## src/hdl/ipdt_pkg.sv

```systemverilog
// ---------------------------------------------------------------------------
// ipdt_pkg
// Shared types and constants of the pulse-distance IR transceiver.
// ---------------------------------------------------------------------------
`default_nettype none

package ipdt_pkg;

	// Item kinds on the input channel.
	localparam logic [1:0] FUNC_TICK  = 2'd0;
	localparam logic [1:0] FUNC_WRITE = 2'd1;
	localparam logic [1:0] FUNC_EDGE  = 2'd2;

	// Configuration register indexes.
	localparam logic [2:0] REG_START_BURST = 3'd0;
	localparam logic [2:0] REG_ONE_BURST   = 3'd1;
	localparam logic [2:0] REG_ZERO_BURST  = 3'd2;
	localparam logic [2:0] REG_GAP         = 3'd3;
	localparam logic [2:0] REG_SYNC_GAP    = 3'd4;
	localparam logic [2:0] REG_ZERO_CENTER = 3'd5;
	localparam logic [2:0] REG_ONE_CENTER  = 3'd6;
	localparam logic [2:0] REG_MARGIN      = 3'd7;

	// Start step plus eight data bits.
	localparam logic [3:0] TX_STEPS = 4'd9;
	localparam logic [3:0] RX_BITS  = 4'd8;

	typedef struct packed {
		logic [1:0]  func;
		logic [7:0]  tx_byte;
		logic [31:0] timestamp_us;
		logic        rx_level;
	} ipdt_in_t;

	typedef struct packed {
		logic       carrier_on;
		logic       tx_accepted;
		logic       tx_busy;
		logic [7:0] rx_byte;
		logic       rx_valid;
	} ipdt_out_t;

	typedef struct packed {
		logic [7:0]  start_burst_ticks;
		logic [7:0]  one_burst_ticks;
		logic [7:0]  zero_burst_ticks;
		logic [7:0]  gap_ticks;
		logic [15:0] sync_gap_us;
		logic [15:0] zero_center_us;
		logic [15:0] one_center_us;
		logic [15:0] window_margin_us;
	} ipdt_cfg_t;

endpackage

`default_nettype wire

```

## src/hdl/ipdt_tx.sv

```systemverilog
// ---------------------------------------------------------------------------
// ipdt_tx
// Transmit sequencer: burst and gap counters, start burst, eight data bits.
// ---------------------------------------------------------------------------
`default_nettype none

module ipdt_tx (
	input  wire logic              clk,
	input  wire logic              arst_n,
	input  wire logic              step,
	input  wire logic [1:0]        func,
	input  wire logic [7:0]        tx_byte,
	input  ipdt_pkg::ipdt_cfg_t    cfg,
	output logic                   carrier_next,
	output logic                   pending_next,
	output logic                   accepted,
	output logic                   pending
);
	import ipdt_pkg::*;

	logic       carrier_q;
	logic       pending_q;
	logic [3:0] steps_q, steps_d;
	logic [7:0] shift_q, shift_d;
	logic [7:0] burst_q, burst_d;
	logic [7:0] gap_q, gap_d;
	logic       carrier_d, pending_d, accepted_d;

	always_comb begin
		carrier_d  = carrier_q;
		pending_d  = pending_q;
		steps_d    = steps_q;
		shift_d    = shift_q;
		burst_d    = burst_q;
		gap_d      = gap_q;
		accepted_d = 1'b0;
		case (func)
			FUNC_TICK: begin
				if (burst_q != 8'd0) begin
					burst_d   = burst_q - 8'd1;
					carrier_d = 1'b1;
				end else if (gap_q != 8'd0) begin
					gap_d     = gap_q - 8'd1;
					carrier_d = 1'b0;
				end else if (steps_q == TX_STEPS) begin
					burst_d = cfg.start_burst_ticks;
					gap_d   = cfg.gap_ticks;
					steps_d = steps_q - 4'd1;
				end else if (steps_q != 4'd0) begin
					burst_d = shift_q[7] ? cfg.one_burst_ticks : cfg.zero_burst_ticks;
					gap_d   = cfg.gap_ticks;
					shift_d = {shift_q[6:0], 1'b0};
					steps_d = steps_q - 4'd1;
				end else if (pending_q) begin
					carrier_d = 1'b0;
					pending_d = 1'b0;
				end
			end
			FUNC_WRITE: begin
				// A write while a send is pending is refused and changes nothing.
				if (!pending_q) begin
					shift_d    = tx_byte;
					steps_d    = TX_STEPS;
					pending_d  = 1'b1;
					carrier_d  = 1'b1;
					accepted_d = 1'b1;
				end
			end
			default: begin
			end
		endcase
	end

	always_ff @(posedge clk or negedge arst_n) begin
		if (!arst_n) begin
			carrier_q <= 1'b0;
			pending_q <= 1'b0;
			steps_q   <= 4'd0;
			shift_q   <= 8'd0;
			burst_q   <= 8'd0;
			gap_q     <= 8'd0;
		end else if (step) begin
			carrier_q <= carrier_d;
			pending_q <= pending_d;
			steps_q   <= steps_d;
			shift_q   <= shift_d;
			burst_q   <= burst_d;
			gap_q     <= gap_d;
		end
	end

	assign carrier_next = carrier_d;
	assign pending_next = pending_d;
	assign accepted     = accepted_d;
	assign pending      = pending_q;

endmodule

`default_nettype wire

```

## src/hdl/ipdt_rx.sv

```systemverilog
// ---------------------------------------------------------------------------
// ipdt_rx
// Receive decoder: edge spacing windows, bit shifter and byte latch.
// ---------------------------------------------------------------------------
`default_nettype none

module ipdt_rx (
	input  wire logic              clk,
	input  wire logic              arst_n,
	input  wire logic              step,
	input  wire logic              is_edge,
	input  wire logic [31:0]       timestamp_us,
	input  wire logic              rx_level,
	input  wire logic              send_busy,
	input  ipdt_pkg::ipdt_cfg_t    cfg,
	output logic                   done,
	output logic [7:0]             byte_out
);
	import ipdt_pkg::*;

	logic [15:0] last_q;
	logic [7:0]  shift_q, shift_d;
	logic [3:0]  bits_q, bits_d;
	logic        latched_q, latched_d;
	logic [7:0]  data_q, data_d;
	logic [15:0] now, elapsed, dev_zero, dev_one;
	logic        in_zero, in_one, eval, done_d;

	assign now     = timestamp_us[15:0];
	assign elapsed = now - last_q;

	assign dev_zero = (elapsed >= cfg.zero_center_us) ? elapsed - cfg.zero_center_us
	                                                  : cfg.zero_center_us - elapsed;
	assign dev_one  = (elapsed >= cfg.one_center_us) ? elapsed - cfg.one_center_us
	                                                 : cfg.one_center_us - elapsed;
	assign in_zero  = dev_zero < cfg.window_margin_us;
	assign in_one   = dev_one < cfg.window_margin_us;

	// Only rising edges count, and the own transmission is not heard.
	assign eval = is_edge && rx_level && !send_busy;

	always_comb begin
		shift_d   = shift_q;
		bits_d    = bits_q;
		latched_d = latched_q;
		data_d    = data_q;
		done_d    = 1'b0;
		if (eval) begin
			if (elapsed > cfg.sync_gap_us) begin
				shift_d   = 8'd0;
				bits_d    = RX_BITS;
				latched_d = 1'b0;
			end
			// When both windows overlap, one edge may shift in two bits.
			if (in_zero && bits_d != 4'd0) begin
				shift_d = {shift_d[6:0], 1'b0};
				bits_d  = bits_d - 4'd1;
			end
			if (in_one && bits_d != 4'd0) begin
				shift_d = {shift_d[6:0], 1'b1};
				bits_d  = bits_d - 4'd1;
			end
			// After reset no bits are left, so the first counted edge within the sync gap reports a zero byte.
			if (bits_d == 4'd0 && !latched_d) begin
				data_d    = shift_d;
				latched_d = 1'b1;
				done_d    = 1'b1;
			end
		end
	end

	always_ff @(posedge clk or negedge arst_n) begin
		if (!arst_n) begin
			last_q    <= 16'd0;
			shift_q   <= 8'd0;
			bits_q    <= 4'd0;
			latched_q <= 1'b0;
			data_q    <= 8'd0;
		end else if (step) begin
			if (is_edge) begin
				last_q <= now;
			end
			shift_q   <= shift_d;
			bits_q    <= bits_d;
			latched_q <= latched_d;
			data_q    <= data_d;
		end
	end

	assign done     = done_d;
	assign byte_out = done_d ? data_d : 8'd0;

endmodule

`default_nettype wire

```

## src/hdl/ir_pulse_distance_transceiver.sv

```systemverilog
// Path: an accepted item is held in the input register, and its result in the result register.
// Throughput: one item per clock cycle; the input register advances whenever the
// result register is empty or its result is being taken.
// Reset: arst_n clears the handshake, the transmitter and receiver state and loads the
// configuration registers with their default values; the carrier is off.
// ---------------------------------------------------------------------------
// ir_pulse_distance_transceiver
// Pulse-distance IR transmitter and receiver with one result per input item.
// ---------------------------------------------------------------------------
`default_nettype none

module ir_pulse_distance_transceiver (
	input  wire logic                clk,
	input  wire logic                arst_n,
	input  wire logic                in_valid,
	output logic                     in_stall,
	input  ipdt_pkg::ipdt_in_t       in_item,
	output logic                     out_valid,
	input  wire logic                out_stall,
	output ipdt_pkg::ipdt_out_t      out_item,
	input  wire logic                wr_en,
	input  wire logic [2:0]          wr_index,
	input  wire logic [15:0]         wr_data
);
	import ipdt_pkg::*;

	ipdt_cfg_t cfg_q;
	ipdt_in_t  item_s1;
	logic      valid_s1;
	ipdt_out_t result_q;
	logic      result_valid_q;
	logic      adv_s1, step;
	logic      tx_carrier_next, tx_busy_next, tx_accepted, send_busy;
	logic      rx_done;
	logic [7:0] rx_byte_out;

	always_ff @(posedge clk or negedge arst_n) begin
		if (!arst_n) begin
			cfg_q.start_burst_ticks <= 8'd48;
			cfg_q.one_burst_ticks   <= 8'd32;
			cfg_q.zero_burst_ticks  <= 8'd16;
			cfg_q.gap_ticks         <= 8'd16;
			cfg_q.sync_gap_us       <= 16'd2000;
			cfg_q.zero_center_us    <= 16'd496;
			cfg_q.one_center_us     <= 16'd760;
			cfg_q.window_margin_us  <= 16'd100;
		end else if (wr_en) begin
			case (wr_index)
				REG_START_BURST: cfg_q.start_burst_ticks <= wr_data[7:0];
				REG_ONE_BURST:   cfg_q.one_burst_ticks   <= wr_data[7:0];
				REG_ZERO_BURST:  cfg_q.zero_burst_ticks  <= wr_data[7:0];
				REG_GAP:         cfg_q.gap_ticks         <= wr_data[7:0];
				REG_SYNC_GAP:    cfg_q.sync_gap_us       <= wr_data;
				REG_ZERO_CENTER: cfg_q.zero_center_us    <= wr_data;
				REG_ONE_CENTER:  cfg_q.one_center_us     <= wr_data;
				REG_MARGIN:      cfg_q.window_margin_us  <= wr_data;
				default: begin
				end
			endcase
		end
	end

	// The input register is processed when the result register can take its result.
	assign adv_s1   = !result_valid_q || !out_stall;
	assign step     = valid_s1 && adv_s1;
	assign in_stall = valid_s1 && !adv_s1;

	always_ff @(posedge clk or negedge arst_n) begin
		if (!arst_n) begin
			valid_s1 <= 1'b0;
		end else if (!in_stall) begin
			valid_s1 <= in_valid;
		end
	end

	always_ff @(posedge clk) begin
		if (in_valid && !in_stall) begin
			item_s1 <= in_item;
		end
	end

	ipdt_tx u_tx (
		.clk          (clk),
		.arst_n       (arst_n),
		.step         (step),
		.func         (item_s1.func),
		.tx_byte      (item_s1.tx_byte),
		.cfg          (cfg_q),
		.carrier_next (tx_carrier_next),
		.pending_next (tx_busy_next),
		.accepted     (tx_accepted),
		.pending      (send_busy)
	);

	ipdt_rx u_rx (
		.clk          (clk),
		.arst_n       (arst_n),
		.step         (step),
		.is_edge      (item_s1.func == FUNC_EDGE),
		.timestamp_us (item_s1.timestamp_us),
		.rx_level     (item_s1.rx_level),
		.send_busy    (send_busy),
		.cfg          (cfg_q),
		.done         (rx_done),
		.byte_out     (rx_byte_out)
	);

	always_ff @(posedge clk or negedge arst_n) begin
		if (!arst_n) begin
			result_valid_q <= 1'b0;
		end else if (adv_s1) begin
			result_valid_q <= valid_s1;
		end
	end

	always_ff @(posedge clk) begin
		if (step) begin
			result_q.carrier_on  <= tx_carrier_next;
			result_q.tx_accepted <= tx_accepted;
			result_q.tx_busy     <= tx_busy_next;
			result_q.rx_byte     <= rx_byte_out;
			result_q.rx_valid    <= rx_done;
		end
	end

	assign out_valid = result_valid_q;
	assign out_item  = result_q;

	// A received byte can only complete while nothing is being sent.
	a_rx_not_busy: assert property (@(posedge clk) disable iff (!arst_n)
		out_valid && out_item.rx_valid |-> !out_item.tx_busy)
		else $error("byte received while a send is pending");

	// A taken write starts the carrier and marks the transmitter busy.
	a_write_starts: assert property (@(posedge clk) disable iff (!arst_n)
		out_valid && out_item.tx_accepted |-> out_item.carrier_on && out_item.tx_busy)
		else $error("accepted write did not start a send");

	// An item held in the input register is not lost while the output is blocked.
	a_s1_held: assert property (@(posedge clk) disable iff (!arst_n)
		valid_s1 && !adv_s1 |=> valid_s1 && $stable(item_s1))
		else $error("held input item was dropped");

endmodule

`default_nettype wire

```

## config.mk

```make
export PLATFORM = sky130hd
export DESIGN_NAME = ir_pulse_distance_transceiver
export DESIGN_NICKNAME = d
export VERILOG_FILES = /design/src/hdl/ipdt_pkg.sv /design/src/hdl/ipdt_tx.sv /design/src/hdl/ipdt_rx.sv /design/src/hdl/ir_pulse_distance_transceiver.sv
export SDC_FILE = /design/constraint.sdc
export NUM_CORES = 1
export LEC_CHECK = 0
export BUFFER_PORTS_ARGS = -buffer_cell sky130_fd_sc_hd__buf_2
export CORE_ASPECT_RATIO = 1.1
export CORE_MARGIN = 3
export CORE_UTILIZATION = 53
export DETAILED_ROUTE_END_ITERATION = 16
export GPL_TIMING_DRIVEN = 1
export PLACE_DENSITY = 0.79
export RECOVER_POWER = 100
export SLEW_MARGIN = 20
export SYNTH_ARGS = -nofsm -noshare
export SYNTH_HDL_FRONTEND = slang
export SYNTH_SLANG_ARGS = --single-unit
```

## constraint.sdc

```tcl
create_clock -name clk -period 10.9 [get_ports clk]
set_clock_uncertainty 0.1 [all_clocks]
set_input_delay 2.18 -clock clk [delete_from_list [all_inputs] [get_ports clk]]
set_output_delay 2.18 -clock clk [all_outputs]
set_load 0.1 [all_outputs]
```

==> impl_metrics.tcl <==
set metrics [dict create \
    run_status "complete, but fails checks" \
    violations "capacitance limit, slew limit" \
    design.core.area_sq_mm 0.0239 \
    boundaryPins 81 \
    via_count 10000 \
    post_layout_worst_setup_margin_ps 879 \
    ys_seq_elements 196 \
    viasPerCell 5.90 \
    clkLatencyLatePin_ps 440 \
    min_period_over_period_pct 91.9 \
    maxSlewViolCount 188 \
    synthDistinctLibCells 70 \
    cts-root-buf "sky130_fd_sc_hd__clkbuf_16" \
    antenna_cells 0 \
    multi_input_area_sq_mm 0.00730 \
    critPathMaxStageDelay_ps 520 \
    netlist_instances 1332 \
    worstPathArrival_ps 10190 \
    achievable_freq_mhz 99.8 \
    timing.hold.worst_path_depth 2 \
    worst_path_max_delay_cell "sky130_fd_sc_hd__a211oi_1" \
    dr.pass1.iters 5 \
    rsz0062_at_grt "false" \
    cts_sinks 196 \
    grt_pass1_wl_microns 48000 \
    finalHoldViolations 0 \
    register_area_sq_mm 0.00513 \
    synth_area_sq_mm 0.0130 \
    die_ar_sq_mm 0.0265 \
    initial_core_util_pct 54.5 \
    critical_path.startpoint_type "flip-flop" \
    synthDominantCellAreaShare_pct 25.3 \
    critPathCaptureType "flip-flop" \
    die_height_microns 171 \
    detail_route.iter0.violations 662 \
    synth_nets 1537 \
    period_needed_ps 10020 \
    drive_above_1_share_pct 15.9 \
    area_delta_synth_final_pct 9.04 \
    hold_path.class "flip-flop to flip-flop" \
    synth_area_per_cell_sq_um 9.79 \
    h-tree-depth 4 \
    fillers 2022 \
    slew_margin_rel_pct -229 \
    hpwl_microns 21600 \
    fin_tns_setup_ps 0 \
    drc 0 \
    max_cap_violations 3 \
    number_of_enable_type_register_cells_in_the_synthesized_netlist 39 \
    clkTransAtPathRegs_ps 80 \
    ys.flop_type "sky130_fd_sc_hd__dfrtp_1" \
    detail-route-antenna-nets 0 \
    netlist_top_cells_area "sky130_fd_sc_hd__dfrtp_1 25%, sky130_fd_sc_hd__ha_1 13%, sky130_fd_sc_hd__mux2_2 9.2%, sky130_fd_sc_hd__edfxtp_1 9.0%, sky130_fd_sc_hd__dfstp_2 5.0%" \
    final_net_count 1585 \
    critical_path.max_fanout 12 \
    port_buffers 64 \
    drt-total-wl_microns 29700 \
    first_global_vias 9857 \
    finalWeightedCongestion 0.884 \
    gr-total-overflow 0 \
    synth.yosys.seq_area_share_pct 39.3 \
    synth_warnings 0 \
    tightest_slew_ps 4940 \
    timing.critical_path.required_ps 11070 \
    post-cts-setup-buffer-count 0 \
    antenna_found_initial 0 \
    cts-root-to-sink-buffers 2 \
    preCtsSetupSlack_ps 1290 \
    async_reset_ff_share_pct 80.1 \
    tritoncts "built" \
    die_x_microns 156 \
    r2r.worst_path.cells 33 \
    postcts_resize_cnt 0 \
    cts_buffers 17 \
    avgRoutedWirePerCell_microns 17.5 \
    site_row_count 59 \
    setup_viol_count_final 0 \
    timing_worst_setup_path_type "flip-flop to flip-flop" \
    post_cts_hold_buffer_count 0 \
    gr-usage-all-layers_pct 22.3 \
    yosys.area.top_type "sky130_fd_sc_hd__dfrtp_1" \
    grt_max_degree 93 \
]
-- per-stage QoR --
stage	std cells	hold WS (ps)	utilization, %	area (sq um)
finish	1698	384	59.5	14200
global placement	1666	361	57.1	13700
detailed placement	1666	370	57.1	13700
global route	1698	411	59.5	14200
floorplan	1332	349	-	13000
CTS	1698	387	59.7	14300
-- registers in the layout, indices dropped and copies added, names as in the netlist, 4 cells and up --
register and flops:
item_s1 27, u_tx.shift_q 8, cfg_q 96, u_rx.bits_q 4, out_item 12, u_tx.gap_q 8, u_tx.burst_q 8, u_tx.steps_q 4
u_rx.last_q 16, u_rx.shift_q 8
-- logic make-up after synthesis --
family / Yosys count / share of synthesized area [%]
AOI/OAI and AO/OA: 344 / 16.3
xor gates and xnor gates: 44 / 2.96
adders and majority gates: 138 / 13.5
buffers and inverters: 159 / 4.64
DFF: 196 / 39.3
muxes: 139 / 11.7
and+or+nand+nor: 312 / 11.5
-- synthesized netlist by cell type (16+ instances only) --
library cell	number
sky130_fd_sc_hd__nor3_1	29
sky130_fd_sc_hd__nor2b_1	19
sky130_fd_sc_hd__mux2i_1	31
sky130_fd_sc_hd__xnor2_1	26
sky130_fd_sc_hd__dfstp_2	25
sky130_fd_sc_hd__a21o_1	39
sky130_fd_sc_hd__xor2_1	18
sky130_fd_sc_hd__nand2b_1	16
sky130_fd_sc_hd__nor2_1	53
sky130_fd_sc_hd__inv_1	114
sky130_fd_sc_hd__o21ai_0	100
sky130_fd_sc_hd__ha_1	133
sky130_fd_sc_hd__edfxtp_1	39
sky130_fd_sc_hd__nand2_1	116
sky130_fd_sc_hd__mux2_2	107
sky130_fd_sc_hd__clkbuf_1	37
sky130_fd_sc_hd__a21oi_1	99
sky130_fd_sc_hd__dfrtp_1	132
sky130_fd_sc_hd__nand3_1	20
-- metal layers --
layer / part of all wire, % / global-route usage, % / vias up
met5: 0 / 0 / -
li1: - / - / 4840
met3: 3.6 / 3.11 / 52
met1: 44 / 28.5 / 4872
met4: 2.3 / 6.78 / 0
met2: 50 / 39.3 / 251
-- path summary, 6_finish.rpt --
check | slack [ps] | end | start
setup / recovery | 880 | out_item[1] | item_s1[2]
hold / removal | 380 | u_tx.shift_q[3] | u_tx.shift_q[3]
setup reg to reg | 880 | out_item[1] | item_s1[2]
hold reg to reg | 380 | u_tx.shift_q[3] | u_tx.shift_q[3]
max in group asynchronous | 2250 | cfg_q[33] | arst_n
min in group asynchronous | 3400 | cfg_q[27] | arst_n
-- cells in the final DEF (no fill, tap or decap), types with 8 or more instances in the layout --
master                        n
sky130_fd_sc_hd__o21ai_0    107
sky130_fd_sc_hd__nor3_1      29
sky130_fd_sc_hd__mux2i_1     31
sky130_fd_sc_hd__a21oi_1     99
sky130_fd_sc_hd__buf_2       46
sky130_fd_sc_hd__a21o_1      39
sky130_fd_sc_hd__dfstp_2     25
sky130_fd_sc_hd__a211oi_1    10
sky130_fd_sc_hd__ha_1       133
sky130_fd_sc_hd__inv_1      114
sky130_fd_sc_hd__mux2_2     103
sky130_fd_sc_hd__nor2b_1     19
sky130_fd_sc_hd__o211ai_1     8
sky130_fd_sc_hd__nor2_1      53
sky130_fd_sc_hd__nand4_1     10
sky130_fd_sc_hd__edfxtp_1    39
sky130_fd_sc_hd__and3_1       9
sky130_fd_sc_hd__dfrtp_1    132
sky130_fd_sc_hd__clkbuf_1    24
sky130_fd_sc_hd__a31oi_1     15
sky130_fd_sc_hd__xnor2_1     26
sky130_fd_sc_hd__o22a_1       8
sky130_fd_sc_hd__clkbuf_16   17
sky130_fd_sc_hd__nand3_1     20
sky130_fd_sc_hd__nand2b_1    16
sky130_fd_sc_hd__xor2_1      18
sky130_fd_sc_hd__nand2_1    116
-- area by class of cell --
type	instances	area share, %
Multi-Input combinational cell	977	51.3
Sequential cell	196	36.1
Inverter	115	3.04
Clock buffer	17	2.99
Tap cell	305	2.68
Timing Repair Buffer	73	2.41
Clock inverter	15	1.45
-- worst max-delay path, delay by kind of cell, from the launching register on --
family / cells / cell delay [ps]
compound gates: 21 / 5520
mux: 2 / 800
xor+xnor: 1 / 380
flops: 1 / 450
simple gates: 4 / 1000
buf+inv: 1 / 240
fa+ha+maj: 4 / 1370
Power is left out: the tool's default activity adds up to more than one toggle a clock period on the data nets, which glitch-free logic cannot reach.
